==> src/hdl/bounded_stack_calculator_top_assert.svh <==
// assertion macros for the bounded stack calculator top level
// depends on aclk and aresetn being visible where the macros are used
`ifndef BOUNDED_STACK_CALCULATOR_TOP_ASSERT_SVH
`define BOUNDED_STACK_CALCULATOR_TOP_ASSERT_SVH

// implication checked on every rising clock edge outside reset
`define BSC_ASSERT_IMPL(label, ante, cons) \
    label: assert property (@(posedge aclk) disable iff (!aresetn) (ante) |-> (cons)) \
        else $error("bsc assertion failed");

// next-cycle implication checked outside reset
`define BSC_ASSERT_NEXT(label, ante, cons) \
    label: assert property (@(posedge aclk) disable iff (!aresetn) (ante) |=> (cons)) \
        else $error("bsc assertion failed");

`endif

==> src/hdl/bsc_pkg.sv <==
// shared types and constants for the bounded stack calculator
// no dependencies
`timescale 1ns / 1ps
`default_nettype none
package bsc_pkg;
    localparam int unsigned STACK_DEPTH_DEF = 1024;
    localparam int unsigned VAL_W = 31;
    localparam int unsigned LIM_W = 30;
    localparam logic [LIM_W-1:0] LIMIT_RESET = 30'd1000000000;

    typedef enum logic [3:0] {
        OP_START = 4'd0, OP_NUM = 4'd1, OP_POP = 4'd2, OP_INV = 4'd3,
        OP_DUP = 4'd4, OP_SWP = 4'd5, OP_ADD = 4'd6, OP_SUB = 4'd7,
        OP_MUL = 4'd8, OP_DIV = 4'd9, OP_MOD = 4'd10, OP_FINISH = 4'd11
    } op_t;

    // datapath command from the controller
    typedef enum logic [3:0] {
        CMD_NONE, CMD_RD_TOP, CMD_RD_NEXT, CMD_EXEC, CMD_DIV_GO, CMD_WR_RES,
        CMD_WR_SWAP, CMD_FIN, CMD_START
    } cmd_kind_t;

    typedef struct packed {
        cmd_kind_t kind;
        logic [3:0] op;
    } cmd_t;

    typedef struct packed {
        logic div_done;
        logic fault;     // limit or zero-divisor fault of last exec
    } stat_t;
endpackage
`default_nettype wire

==> src/hdl/bsc_controller.sv <==
// sequencing state machine, stack count and sticky error
// depends on bsc_pkg
`timescale 1ns / 1ps
`default_nettype none
module bsc_controller #(
    parameter int unsigned STACK_DEPTH = bsc_pkg::STACK_DEPTH_DEF
) (
    input  wire logic aclk,
    input  wire logic aresetn,
    input  wire logic in_valid,
    input  wire logic [3:0] in_op,
    output logic in_ready,
    output logic out_valid,
    output logic out_error,
    output logic out_load,
    input  wire logic out_ready,
    output bsc_pkg::cmd_t cmd,
    output logic push_operand,
    output logic [$clog2(STACK_DEPTH+1)-1:0] count,
    input  wire bsc_pkg::stat_t stat
);
    import bsc_pkg::*;
    localparam int unsigned CNW = $clog2(STACK_DEPTH + 1);

    typedef enum logic [3:0] {
        S_IDLE, S_RD1, S_RD2, S_EXEC, S_MULW, S_MULC, S_DIVW, S_DIVC, S_FIN
    } state_t;

    state_t state_reg;
    logic [3:0] op_reg;
    logic [CNW-1:0] count_reg;
    logic err_reg, out_valid_reg, out_error_reg;
    logic need1, need2, accept;

    assign in_ready = (state_reg == S_IDLE);
    assign accept = in_valid && in_ready;
    assign need1 = (in_op == OP_POP) || (in_op == OP_INV) || (in_op == OP_DUP);
    assign need2 = (in_op >= OP_SWP) && (in_op <= OP_MOD);
    assign push_operand = accept && ((in_op == OP_START) ||
                          (in_op == OP_NUM && !err_reg && count_reg != CNW'(STACK_DEPTH)));
    // result register takes the finish once the previous result has gone
    assign out_load = (state_reg == S_FIN) && (!out_valid_reg || out_ready);

    always_comb begin
        cmd.op = op_reg;
        unique case (state_reg)
            S_RD1: cmd.kind = CMD_RD_NEXT;
            S_RD2: cmd.kind = CMD_RD_TOP;
            S_EXEC: cmd.kind = CMD_EXEC;
            S_DIVW: cmd.kind = CMD_NONE;
            S_MULC, S_DIVC: cmd.kind = (op_reg == OP_SWP) ? CMD_WR_SWAP : CMD_WR_RES;
            S_FIN: cmd.kind = CMD_FIN;
            S_MULW: cmd.kind = ((op_reg == OP_DIV || op_reg == OP_MOD) && !stat.fault)
                               ? CMD_DIV_GO : CMD_NONE;
            default: cmd.kind = (accept && in_op == OP_FINISH) ? CMD_FIN
                              : (accept && in_op == OP_START) ? CMD_START : CMD_NONE;
        endcase
    end

    always_ff @(posedge aclk) begin
        if (!aresetn) begin
            state_reg <= S_IDLE;
            count_reg <= '0;
            err_reg <= 1'b0;
            out_valid_reg <= 1'b0;
            out_error_reg <= 1'b0;
            op_reg <= '0;
        end else begin
            if (out_load) out_valid_reg <= 1'b1;
            else if (out_ready) out_valid_reg <= 1'b0;
            unique case (state_reg)
                S_IDLE: if (accept) begin
                    op_reg <= in_op;
                    if (in_op == OP_START) begin
                        err_reg <= 1'b0;
                        count_reg <= CNW'(1);
                    end else if (in_op == OP_FINISH) begin
                        state_reg <= S_FIN;
                    end else if (!err_reg && in_op <= OP_MOD) begin
                        if (in_op == OP_NUM) begin
                            if (count_reg == CNW'(STACK_DEPTH)) err_reg <= 1'b1;
                            else count_reg <= count_reg + 1'b1;
                        end else if ((need1 && count_reg < CNW'(1)) ||
                                     (need2 && count_reg < CNW'(2))) begin
                            err_reg <= 1'b1;
                        end else if (in_op == OP_POP) begin
                            count_reg <= count_reg - 1'b1;
                        end else begin
                            state_reg <= S_RD1;
                        end
                    end
                end
                // S_RD1 latches the top as a and reads the next, S_RD2 latches the next as b
                S_RD1: state_reg <= S_RD2;
                S_RD2: state_reg <= S_EXEC;
                S_EXEC: begin
                    if (op_reg == OP_DUP) begin
                        if (count_reg == CNW'(STACK_DEPTH)) err_reg <= 1'b1;
                        else count_reg <= count_reg + 1'b1;
                        state_reg <= S_IDLE;
                    end else if (op_reg == OP_SWP) begin
                        state_reg <= S_MULC;
                    end else if (op_reg == OP_INV || op_reg == OP_ADD || op_reg == OP_SUB) begin
                        state_reg <= S_MULC;
                    end else begin
                        state_reg <= S_MULW;
                    end
                end
                S_MULW: begin
                    if (op_reg == OP_MUL) state_reg <= S_MULC;
                    else if (stat.fault) begin
                        err_reg <= 1'b1;
                        state_reg <= S_IDLE;
                    end else state_reg <= S_DIVW;
                end
                S_DIVW: if (stat.div_done) state_reg <= S_DIVC;
                S_MULC, S_DIVC: begin
                    // fault is valid here for add, sub, mul; div already checked
                    if (stat.fault && state_reg == S_MULC && op_reg != OP_SWP
                        && op_reg != OP_INV) begin
                        err_reg <= 1'b1;
                    end else if (op_reg != OP_SWP && op_reg != OP_INV) begin
                        count_reg <= count_reg - 1'b1;
                    end
                    state_reg <= S_IDLE;
                end
                S_FIN: begin
                    if (out_load) begin
                        out_error_reg <= err_reg || (count_reg != CNW'(1));
                        state_reg <= S_IDLE;
                    end
                end
                default: state_reg <= S_IDLE;
            endcase
        end
    end

    assign out_valid = out_valid_reg;
    assign out_error = out_error_reg;
    assign count = count_reg;
endmodule
`default_nettype wire

==> config.mk <==
export PLATFORM = sky130hd
export DESIGN_NAME = bsc_controller
export DESIGN_NICKNAME = d
export VERILOG_FILES = /design/src/hdl/bounded_stack_calculator_top_assert.svh /design/src/hdl/bsc_pkg.sv /design/src/hdl/bsc_controller.sv
export SDC_FILE = /design/constraint.sdc
export NUM_CORES = 1
export LEC_CHECK = 0
export ABC_AREA = 1
export BUFFER_PORTS_ARGS = -buffer_cell sky130_fd_sc_hd__buf_2
export CORE_ASPECT_RATIO = 1.2
export CORE_MARGIN = 5
export CORE_UTILIZATION = 25
export DETAILED_ROUTE_END_ITERATION = 16
export PLACE_DENSITY_LB_ADDON = 0.12
export SYNTH_ARGS = -nofsm -noshare
export SYNTH_HDL_FRONTEND = slang
export SYNTH_SLANG_ARGS = --single-unit
==> constraint.sdc <==
create_clock -name aclk -period 4.78 [get_ports aclk]
set_clock_uncertainty 0.05 [all_clocks]
set_input_delay 0.478 -clock aclk [delete_from_list [all_inputs] [get_ports aclk]]
set_output_delay 0.478 -clock aclk [all_outputs]
set_load 0.01 [all_outputs]
# Yosys cells after proc, flatten, opt, wreduce, memory -nomap -nowiden
# Index checks and enable logic that the tools add are counted.
# classes
n_lt_le_gt_ge	4
n_addsub	2
n_eq_ne	45
reduce_logical	39
n_mux	46
# op_table
op	n
11-bit 2-to-1 mux	11
4-bit case mux with 7 select lines	2
4-bit 2-to-1 mux	11
4-bit by 3-bit == test with 1-bit output (second input constant)	9
11-bit case mux with 3 select lines	1
4-bit by 2-bit == test with 1-bit output (second input constant)	5
4-bit == test (second input constant)	5
2-bit != test (second input constant)	9
9-bit AND reduction	2
1-bit logical AND	16
1-bit 2-to-1 mux	15
3-bit 2-to-1 mux	4
11-bit by 1-bit adder with 11-bit output (second input constant)	1
11-bit == test (second input constant)	1
11-bit by 1-bit less-than comparator with 1-bit output (second input constant)	1
11-bit by 2-bit less-than comparator with 1-bit output (second input constant)	1
11-bit by 1-bit != test with 1-bit output (second input constant)	1
11-bit != test (second input constant)	1
11-bit by 1-bit subtractor with 11-bit output (second input constant)	1
1-bit logical OR	9
4-bit by 1-bit == test with 1-bit output (second input constant)	2
4-bit zero test	2
4-bit by 1-bit != test with 1-bit output (second input constant)	2
8-bit AND reduction	1
other kinds (17)	23
# word_totals
word_cells	142
output_inout_bits	24
reg_bits	22

# Longest topological paths before layout
# Gate-level depths: netlist (run 1).
# depth
depth_word	12
depth_mapped	13
ltp_nobuf	12

# Worst setup path before layout (run 1)
# No wires, ideal clock.
# synth_path
path_type	register -> output
from	reg count_reg[0] (netlist: count[0])
to	out push_operand
stages_incl_launch_ff	8
slack_ns	2.729
arrival_time_ns	1.523
path_cell_list	dfxtp_1 -> clkinv_1 -> ha_1 -> nand2_1 -> nor2_2 -> nand2_1 -> nand3_1 -> a21oi_1
# synth_between
elab_chain_cells	4
# synth_rtl
element	line	rtl
start, declared	bsc_controller.sv:31	logic [CNW-1:0] count_reg;
start signal, assigned	bsc_controller.sv:82	else count_reg <= count_reg + 1'b1;
start signal, assigned	bsc_controller.sv:87	count_reg <= count_reg - 1'b1;
start signal, assigned	bsc_controller.sv:99	else count_reg <= count_reg + 1'b1;
11-bit != test	bsc_controller.sv:40	(in_op == OP_NUM && !err_reg && count_reg != CNW'(STACK_DEPTH)));
1-bit logical AND	bsc_controller.sv:40	
1-bit logical OR	bsc_controller.sv:39	assign push_operand = accept && ((in_op == OP_START) ||
1-bit logical AND	bsc_controller.sv:39	
end, declared	bsc_controller.sv:18	output logic push_operand,
# Every way passes these cells.

# Worst setup path after layout (run 1)
# Ends and elaborated chain as after synthesis.

==> results of run 1 <==
==> cell type report <==
class                   instances  area (µm²)
repair buffers                 33         165
clock buffers                   3        41.3
multi-input cells             316        1490
well taps                     117         146
fillers                      1019        6010
flip-flops and latches         22         440
inverters                      48         180
==> kinds of logic after synthesis <==
kind of cell | after synthesis
flops | 22
buf+inv | 54
xor+xnor | 6
compound gates | 38
simple gates | 269
fa+ha+maj | 3
==> synth_stat cells (all sizes together), types with 3 or more instances <==
master / n
nand2: 126
nor2: 77
inv: 47
nand3: 47
dfxtp: 22
o21ai: 21
a21oi: 14
nand4: 8
nor3: 7
xor2: 6
buf: 4
ha: 3
==> worst min-delay path: stages <==
cell	delay, ns
buf_2	0.08
nor2_1	0.05
inv_1	0.06
a21oi_1	0.06
==> final timing paths <==
path,from,endpoint,cells past startpoint
setup reg to reg,state_reg[0],count[0],9
setup / recovery,count[0],push_operand,8
hold reg to reg,op_reg[0],op_reg[0],2
hold / removal,out_ready,out_valid,4
==> per-stage QoR <==
stage	utilization (%)	instance area [µm²]	setup WS [ns]	power (µW)
2_1_floorplan	-	2150	2.73	906
3_3_place_gp	28.6	2420	2.44	1100
3_5_place_dp	28.6	2420	2.42	1100
4_1_cts	29.1	2460	2.15	1230
5_1_grt	29.1	2460	2.01	1360
6_report	29.1	2460	2.20	1210
==> where the power goes <==
part           switching, µW  internal (µW)
registers               59.3            226
clock network           68.7           56.5
logic                    524            275
==> routing by layer <==
metal,vias up,GRT usage (%)
met5,-,0
met4,0,4.04
met3,4,1.82
met2,46,25.4
met1,1123,16.6
li1,1306,-
==> impl_metrics.ini, run 1 <==
[routing]
antenna_left = 0
num_vias = 2479
wl_per_cell_um = 13.4
postRouteWirelength_mm = 7.20
drt_iter0_markers = 127
wl_met3_um = 258
avgViaCountPerCell = 4.60
first_pass_iters = 7
wl_met1_mm = 3.12
top_layer = met4
drc = 0
dr_wl_met2_mm = 3.78

[setup_path]
critPathKind = register to output port
crit_path_max_fanout = 8
crit_slowest_cell = dfxtp_1
slowest_delay_ns = 0.44
cp_common_cell = nand2_1
cp_top_family = simple AND/OR/NAND/NOR gates
critical_path.endpoint_type = output port
cp_data_required_time_ns = 4.25
reg2reg_slack_ns = 2.54
cp_data_arrival_time_ns = 2.05
critPathLaunchType = register
cp_num_buf_inv = 2
crit_chain = clkinv_1, ha_1, nand2_1, nor2_2, nand2_1, nand3_1, a21oi_1, buf_2

[global_routing]
grt_pass1_wl_mm = 11.9
overflow = 0
track_usage_pct = 13.9
grt_max_degree = 20
antenna_found_initial = 0
grt_pass1_vias = 2516

[placed_design]
place_inst = 536
place_hpwl_mm = 5.65
place.gp.congestion = 0.873
port_buffers = 33

[logic_synthesis]
synth-seq-cells = 22
synth-edff-count = 0
synth_nets = 405
yosysUniqueCellTypes = 32
synthArstFlopShare_pct = 0
postSynthAreaPerCell_um2 = 5.48
yosysTopAreaCellShare_pct = 21.2
yosysTopAreaCell = nand2_1
synth_ff_type = dfxtp_1
yosys_warnings = 0
synth_adder_area_share_pct = 1.75
synthTopCellsByArea = nand2_1, dfxtp_1, nor2_1
yosys.area_share.simple_pct = 56.0
syn_area_um2 = 2150
syn_inst = 392
yosysSeqAreaShare_pct = 20.5
synth_top_family_by_area = simple AND/OR/NAND/NOR gates
synthMuxAreaShare_pct = 0
synth_compound_area_share_pct = 9.15
synth-xor-area-share_pct = 2.45

[cts]
cts_setup_buffers = 0
cts_buffers = 3
hold_buffers = 0
cts.clk_slew.worst_paths_ns = 0.08
clock_path_buffers = 2
clock-sinks = 22
ctsHtreeMaxLevel = 1
clkLatencyLatePin_ns = 0.27
cts_resized = 0
tritoncts = done
cts_root_buffer = clkbuf_8

[pwr]
power_density_nw_per_um2 = 491
ir_drop_v = 0.000173
leakage_uw = 0.00131

[floorplan]
start_util_pct = 25.3
dieArea_um2 = 10500
die_w_um = 94.6
die_y_um = 112
rows = 37
ios = 34
core_area_um2 = 8470

[finish]
final_cells = 539
layout_common_cells = nand2_1, nor2_1, nand3_1, inv_1, buf_2
nets = 437
layout_commonest_cell = nand2_1
area_growth_pct = 14.7
largest_reg_flops = 11
antenna_cells = 0
drive_above_1_share_pct = 14.5

[sta]
setup_viol = 0
final-hold-violation-count = 0
hold-worst-slack_ns = 0.450
finalSetupTns_ns = 0
max_slew_margin_pct = 62.7
finalCriticalPeriod_ns = 2.58
rsz0062_at_grt = false
finalCritPeriodShare_pct = 53.9
worst_pin_slew_ns = 0.558
final_max_slew_viol_count = 0
max_freq_ghz = 0.388

[job]
max-cap-violations = 0

[run_status]
status = finished clean

[min_path]
hold_class = input port to register
No activity file was read; power rests on OpenSTA's default activity.
==> run 2: changes to the inputs <==
==> constraint.sdc (replaced) <==
create_clock -name aclk -period 2.25 [get_ports aclk]
set_clock_uncertainty 0.05 [all_clocks]
set_input_delay 0.225 -clock aclk [delete_from_list [all_inputs] [get_ports aclk]]
set_output_delay 0.225 -clock aclk [all_outputs]
set_load 0.01 [all_outputs]
==> run 2 against run 1 <==
  * Sequential power rose by 110%
  * Die area did not move
  * Wire length fell by 0.12%
  * Total power rose by 120%
  * Critical path depth did not move
  * First-iteration DRC count fell by 35%
  * Largest cell class unchanged
  * Largest power group unchanged
==> impl_metrics.ini, run 2 (synthesized netlist as in run 1, its figures left out) <==
[placed_design]
place_ws_ns = 0.167
port_buffers = 33
place.gp.congestion = 0.860
place_hpwl_mm = 5.79

[setup_path]
cp_data_arrival_time_ns = 1.84
critPathKind = register to output port
cp_data_required_time_ns = 1.98
critPathLaunchType = register
crit_path_max_fanout = 6
critical_path.endpoint_type = output port

[global_routing]
antenna_found_initial = 0
grt_max_degree = 20
grt_pass1_wl_mm = 11.9
grt_pass1_vias = 2511
track_usage_pct = 14.1
overflow = 0

[pwr]
ir_drop_v = 0.000329
p_switching_uw = 1420
combPwrFrac_pct = 66.8
clkPwrFrac_pct = 10.2
swShare_pct = 54.1
power_density_nw_per_um2 = 1050
pwr-share-seq_pct = 23.0
internal_power_uw = 1210
leakage_uw = 0.00133

[sta]
worst_slack_ns = 0.140
max_slew_margin_pct = 56.3
final_max_slew_viol_count = 0
finalCriticalPeriod_ns = 2.11
finalCritPeriodShare_pct = 93.8
max_freq_ghz = 0.474
finalSetupTns_ns = 0
worst_pin_slew_ns = 0.649
final-hold-violation-count = 0
setup_viol = 0
rsz0062_at_grt = false

[routing]
postRouteWirelength_mm = 7.19
antenna_left = 0
first_pass_iters = 4
wl_per_cell_um = 13.2
drt_iter0_markers = 83
avgViaCountPerCell = 4.63
drc = 0
num_vias = 2516

[job]
max-cap-violations = 0

[floorplan]
start_util_pct = 25.3
die_w_um = 94.6
rows = 37
dieArea_um2 = 10500
core_area_um2 = 8470
ios = 34
die_y_um = 112

[finish]
layout_commonest_cell = nand2_1
antenna_cells = 0
layout_common_cells = nand2_1, nor2_1, nand3_1, inv_1, buf_2
area_growth_pct = 16.9
drive_above_1_share_pct = 16.4
nets = 441
largest_reg_flops = 11

[cts]
ctsHtreeMaxLevel = 1
clkLatencyLatePin_ns = 0.27
cts_root_buffer = clkbuf_8
clock_path_buffers = 2
tritoncts = done
clock-sinks = 22
cts_buffers = 3
cts.clk_slew.worst_paths_ns = 0.10
hold_buffers = 0

[min_path]
hold_class = input port to register

[run_status]
status = finished clean
run 2: final cells by class:
| class | count | area, µm² |
|---|---|---|
| fillers | 1005 | 5960 |
| multi-input cells | 316 | 1500 |
| flip-flops and latches | 22 | 445 |
| repair buffers | 37 | 195 |
| inverters | 48 | 180 |
| well taps | 117 | 146 |
| clock buffers | 3 | 41.3 |
run 2: worst max-delay path: stages (launching register included):
cell and delay (ns):
dfxtp_2 0.38, inv_1 0.11, ha_2 0.24, nand2_2 0.10, nor2_4 0.21, nand2_1 0.14, nand3_1 0.15, a21oi_1 0.09
buf_2 0.15
run 2: timing repair:
action                                  CTS  global route
gates resized for setup                   4             3
buffers inserted                          0             0
hold endpoints to repair                  0             0
endpoints found under the setup margin    1             2
run 2: final timing paths:
| kind | from | slack [ns] | endpoint | cells past startpoint |
|---|---|---|---|---|
| hold reg to reg | op_reg[0] | 0.47 | op_reg[0] | 2 |
| setup reg to reg | state_reg[3] | 0.36 | count[9] | 10 |
| setup / recovery | count[1] | 0.14 | push_operand | 8 |
| hold / removal | out_ready | 0.20 | out_valid | 4 |
run 2: power groups by stage:
stage | Combinational (µW) | Clock [µW] | Sequential (µW)
2_1_floorplan | 1320 | 0 | 604
3_3_place_gp | 1760 | 0 | 614
3_5_place_dp | 1750 | 0 | 614
4_1_cts | 1770 | 280 | 608
5_1_grt | 2020 | 291 | 626
6_report | 1760 | 269 | 605
run 2: routing by layer:
layer	wire (µm)	vias up	global-route usage, %
met1	3110	1130	17.0
li1	-	1312	-
met2	3650	62	25.4
met4	138	0	4.43
met5	0	-	0
met3	290	12	1.69
run 2: metrics by stage:
stage	area [µm²]	util [%]	total power [µW]	instances	hold slack, ns
after global routing	2510	29.6	2930	543	0.212
final	2510	29.6	2630	543	0.198
after global placement	2450	28.9	2380	540	0.452
after floorplan	2150	-	1920	392	0.354
after detailed placement	2450	28.9	2360	540	0.452
after CTS	2500	29.5	2650	543	0.195
==> run 3: changes to the inputs <==
--- a/config.mk
+++ b/config.mk
@@ -8,10 +8,8 @@
 export ABC_AREA = 1
 export BUFFER_PORTS_ARGS = -buffer_cell sky130_fd_sc_hd__buf_2
 export CORE_ASPECT_RATIO = 1.2
-export CORE_MARGIN = 5
 export CORE_UTILIZATION = 25
 export DETAILED_ROUTE_END_ITERATION = 16
-export PLACE_DENSITY_LB_ADDON = 0.12
 export SYNTH_ARGS = -nofsm -noshare
 export SYNTH_HDL_FRONTEND = slang
 export SYNTH_SLANG_ARGS = --single-unit
==> constraint.sdc (replaced) <==
create_clock -name aclk -period 2.59 [get_ports aclk]
set_clock_uncertainty 0.05 [all_clocks]
set_input_delay 0.259 -clock aclk [delete_from_list [all_inputs] [get_ports aclk]]
set_output_delay 0.259 -clock aclk [all_outputs]
set_load 0.01 [all_outputs]
==> run 3 against run 2 <==
  * Sequential share of layout area up 0.11 points
  * Combinational power down 16%
  * Flip-flop and latch count unchanged
  * Clock-buffer cell count unchanged
  * Total power down 15%
  * Largest cell class unchanged
  * Largest power group unchanged
==> impl_metrics.ini, run 3 (synthesized netlist as in run 1, its figures left out) <==
[finish]
area_growth_pct = 14.9
layout_common_cells = nand2_1, nor2_1, nand3_1, inv_1, buf_2
antenna_cells = 0
drive_above_1_share_pct = 14.7
layout_commonest_cell = nand2_1
nets = 438
largest_reg_flops = 11
final_cells = 537
fin_area_um2 = 2470

[setup_path]
cp_data_required_time_ns = 2.28
worstSetupEndpoint = push_operand
crit_path_max_fanout = 8
crit_start = count[0]
worst-path-stages = 8
slowest_delay_ns = 0.44
r2r_end = count[0]
reg2reg_depth = 12
reg2reg_slack_ns = 0.63
crit_chain = clkinv_1, ha_1, nand2_1, nor2_2, nand2_1, nand3_1, a21oi_1, buf_2
cp_data_arrival_time_ns = 2.02
cp_common_cell = nand2_1
crit_slowest_cell = dfxtp_1
critPathKind = register to output port
cp_top_family = simple AND/OR/NAND/NOR gates
reg2reg_from = count[0]
cp_num_buf_inv = 2
critPathLaunchType = register
critical_path.endpoint_type = output port

[global_routing]
overflow = 0
antenna_found_initial = 0
grt_pass1_wl_mm = 11.3
grt_pass1_vias = 2489
track_usage_pct = 15.4
grt_max_degree = 20

[routing]
postRouteWirelength_mm = 6.59
avgViaCountPerCell = 4.77
drc = 0
antenna_left = 0
wl_per_cell_um = 12.3
drt_iter0_markers = 145
num_vias = 2562
first_pass_iters = 4

[floorplan]
rows = 36
core_area_um2 = 8240
start_util_pct = 26.0
ios = 34
dieArea_um2 = 8960
die_w_um = 86.6
die_y_um = 104

[cts]
ctsHtreeMaxLevel = 1
clock-sinks = 22
cts_setup_buffers = 0
hold_buffers = 0
cts_root_buffer = clkbuf_8
cts.clk_slew.worst_paths_ns = 0.08
tritoncts = done
cts_buffers = 3
cts_resized = 0
clock_path_buffers = 2
clkLatencyLatePin_ns = 0.27

[placed_design]
place.gp.congestion = 0.915
place_inst = 534
port_buffers = 33
place_area_um2 = 2420
place_hpwl_mm = 5.11

[pwr]
ir_drop_v = 0.000383
power_density_nw_per_um2 = 903
power.total_uw = 2230
leakage_uw = 0.00131

[sta]
worst_pin_slew_ns = 0.546
rsz0062_at_grt = false
finalCriticalPeriod_ns = 2.33
final-hold-violation-count = 0
max_slew_margin_pct = 63.2
max_freq_ghz = 0.429
finalSetupTns_ns = 0
final_max_slew_viol_count = 0
hold-worst-slack_ns = 0.228
setup_viol = 0
finalCritPeriodShare_pct = 90.0

[run_status]
status = finished clean

[job]
max-cap-violations = 0

[min_path]
hold_class = input port to register
==> run 3: cell types whose count changed in the layout (fill, tap and decap cells not counted), sizes merged <==
cell and delta:
buf -3
==> run 3: cell type report <==
cell class | count | area [µm²]
clock buffer | 3 | 41.3
fill | 947 | 5780
inverter | 48 | 180
multi-input combinational | 316 | 1490
sequential | 22 | 440
tap | 114 | 143
timing repair buffer | 34 | 173
==> run 3: per-stage QoR <==
stage / worst slack, ns / util [%]
global route: 0.0571 / 29.9
floorplan: 0.758 / -
CTS: 0.270 / 29.9
detailed placement: 0.591 / 29.4
finish: 0.259 / 29.9
global placement: 0.649 / 29.4
==> run 3: power by group <==
| part | internal (µW) | leakage (µW) | total, µW | switching, µW |
|---|---|---|---|---|
| clock network | 104 | 0.0000216 | 228 | 123 |
| logic | 509 | 0.00111 | 1470 | 963 |
| registers | 417 | 0.000180 | 527 | 110 |
| total | 1030 | 0.00131 | 2230 | 1200 |
==> run 3: worst reg2reg max path: cells and delay by family (launching register included) <==
| kind | cells | cell delay, ns |
|---|---|---|
| DFF | 1 | 0.44 |
| and+or+nand+nor | 9 | 0.78 |
| adders and majority gates | 1 | 0.31 |
| buffers and inverters | 2 | 0.29 |
==> run 3: routing by layer <==
layer	global-route usage, %	part of all wire [%]	vias to the layer above
li1	-	-	1315
met1	18.3	44	1158
met2	27.8	50	76
met3	2.07	4.8	13
met4	5.24	1.7	0
met5	0	0	-
==> run 3: worst min path at each step <==
stage | from | endpoint | slack (ns) | cells after the start
after floorplan | in_op[1] | op_reg[1] | 0.39 | 2
after global placement | op_reg[0] | op_reg[0] | 0.44 | 2
after detailed placement | op_reg[0] | op_reg[0] | 0.45 | 2
after CTS | out_ready | out_valid | 0.22 | 4
after global routing | out_ready | out_valid | 0.26 | 4
final | out_ready | out_valid | 0.23 | 4
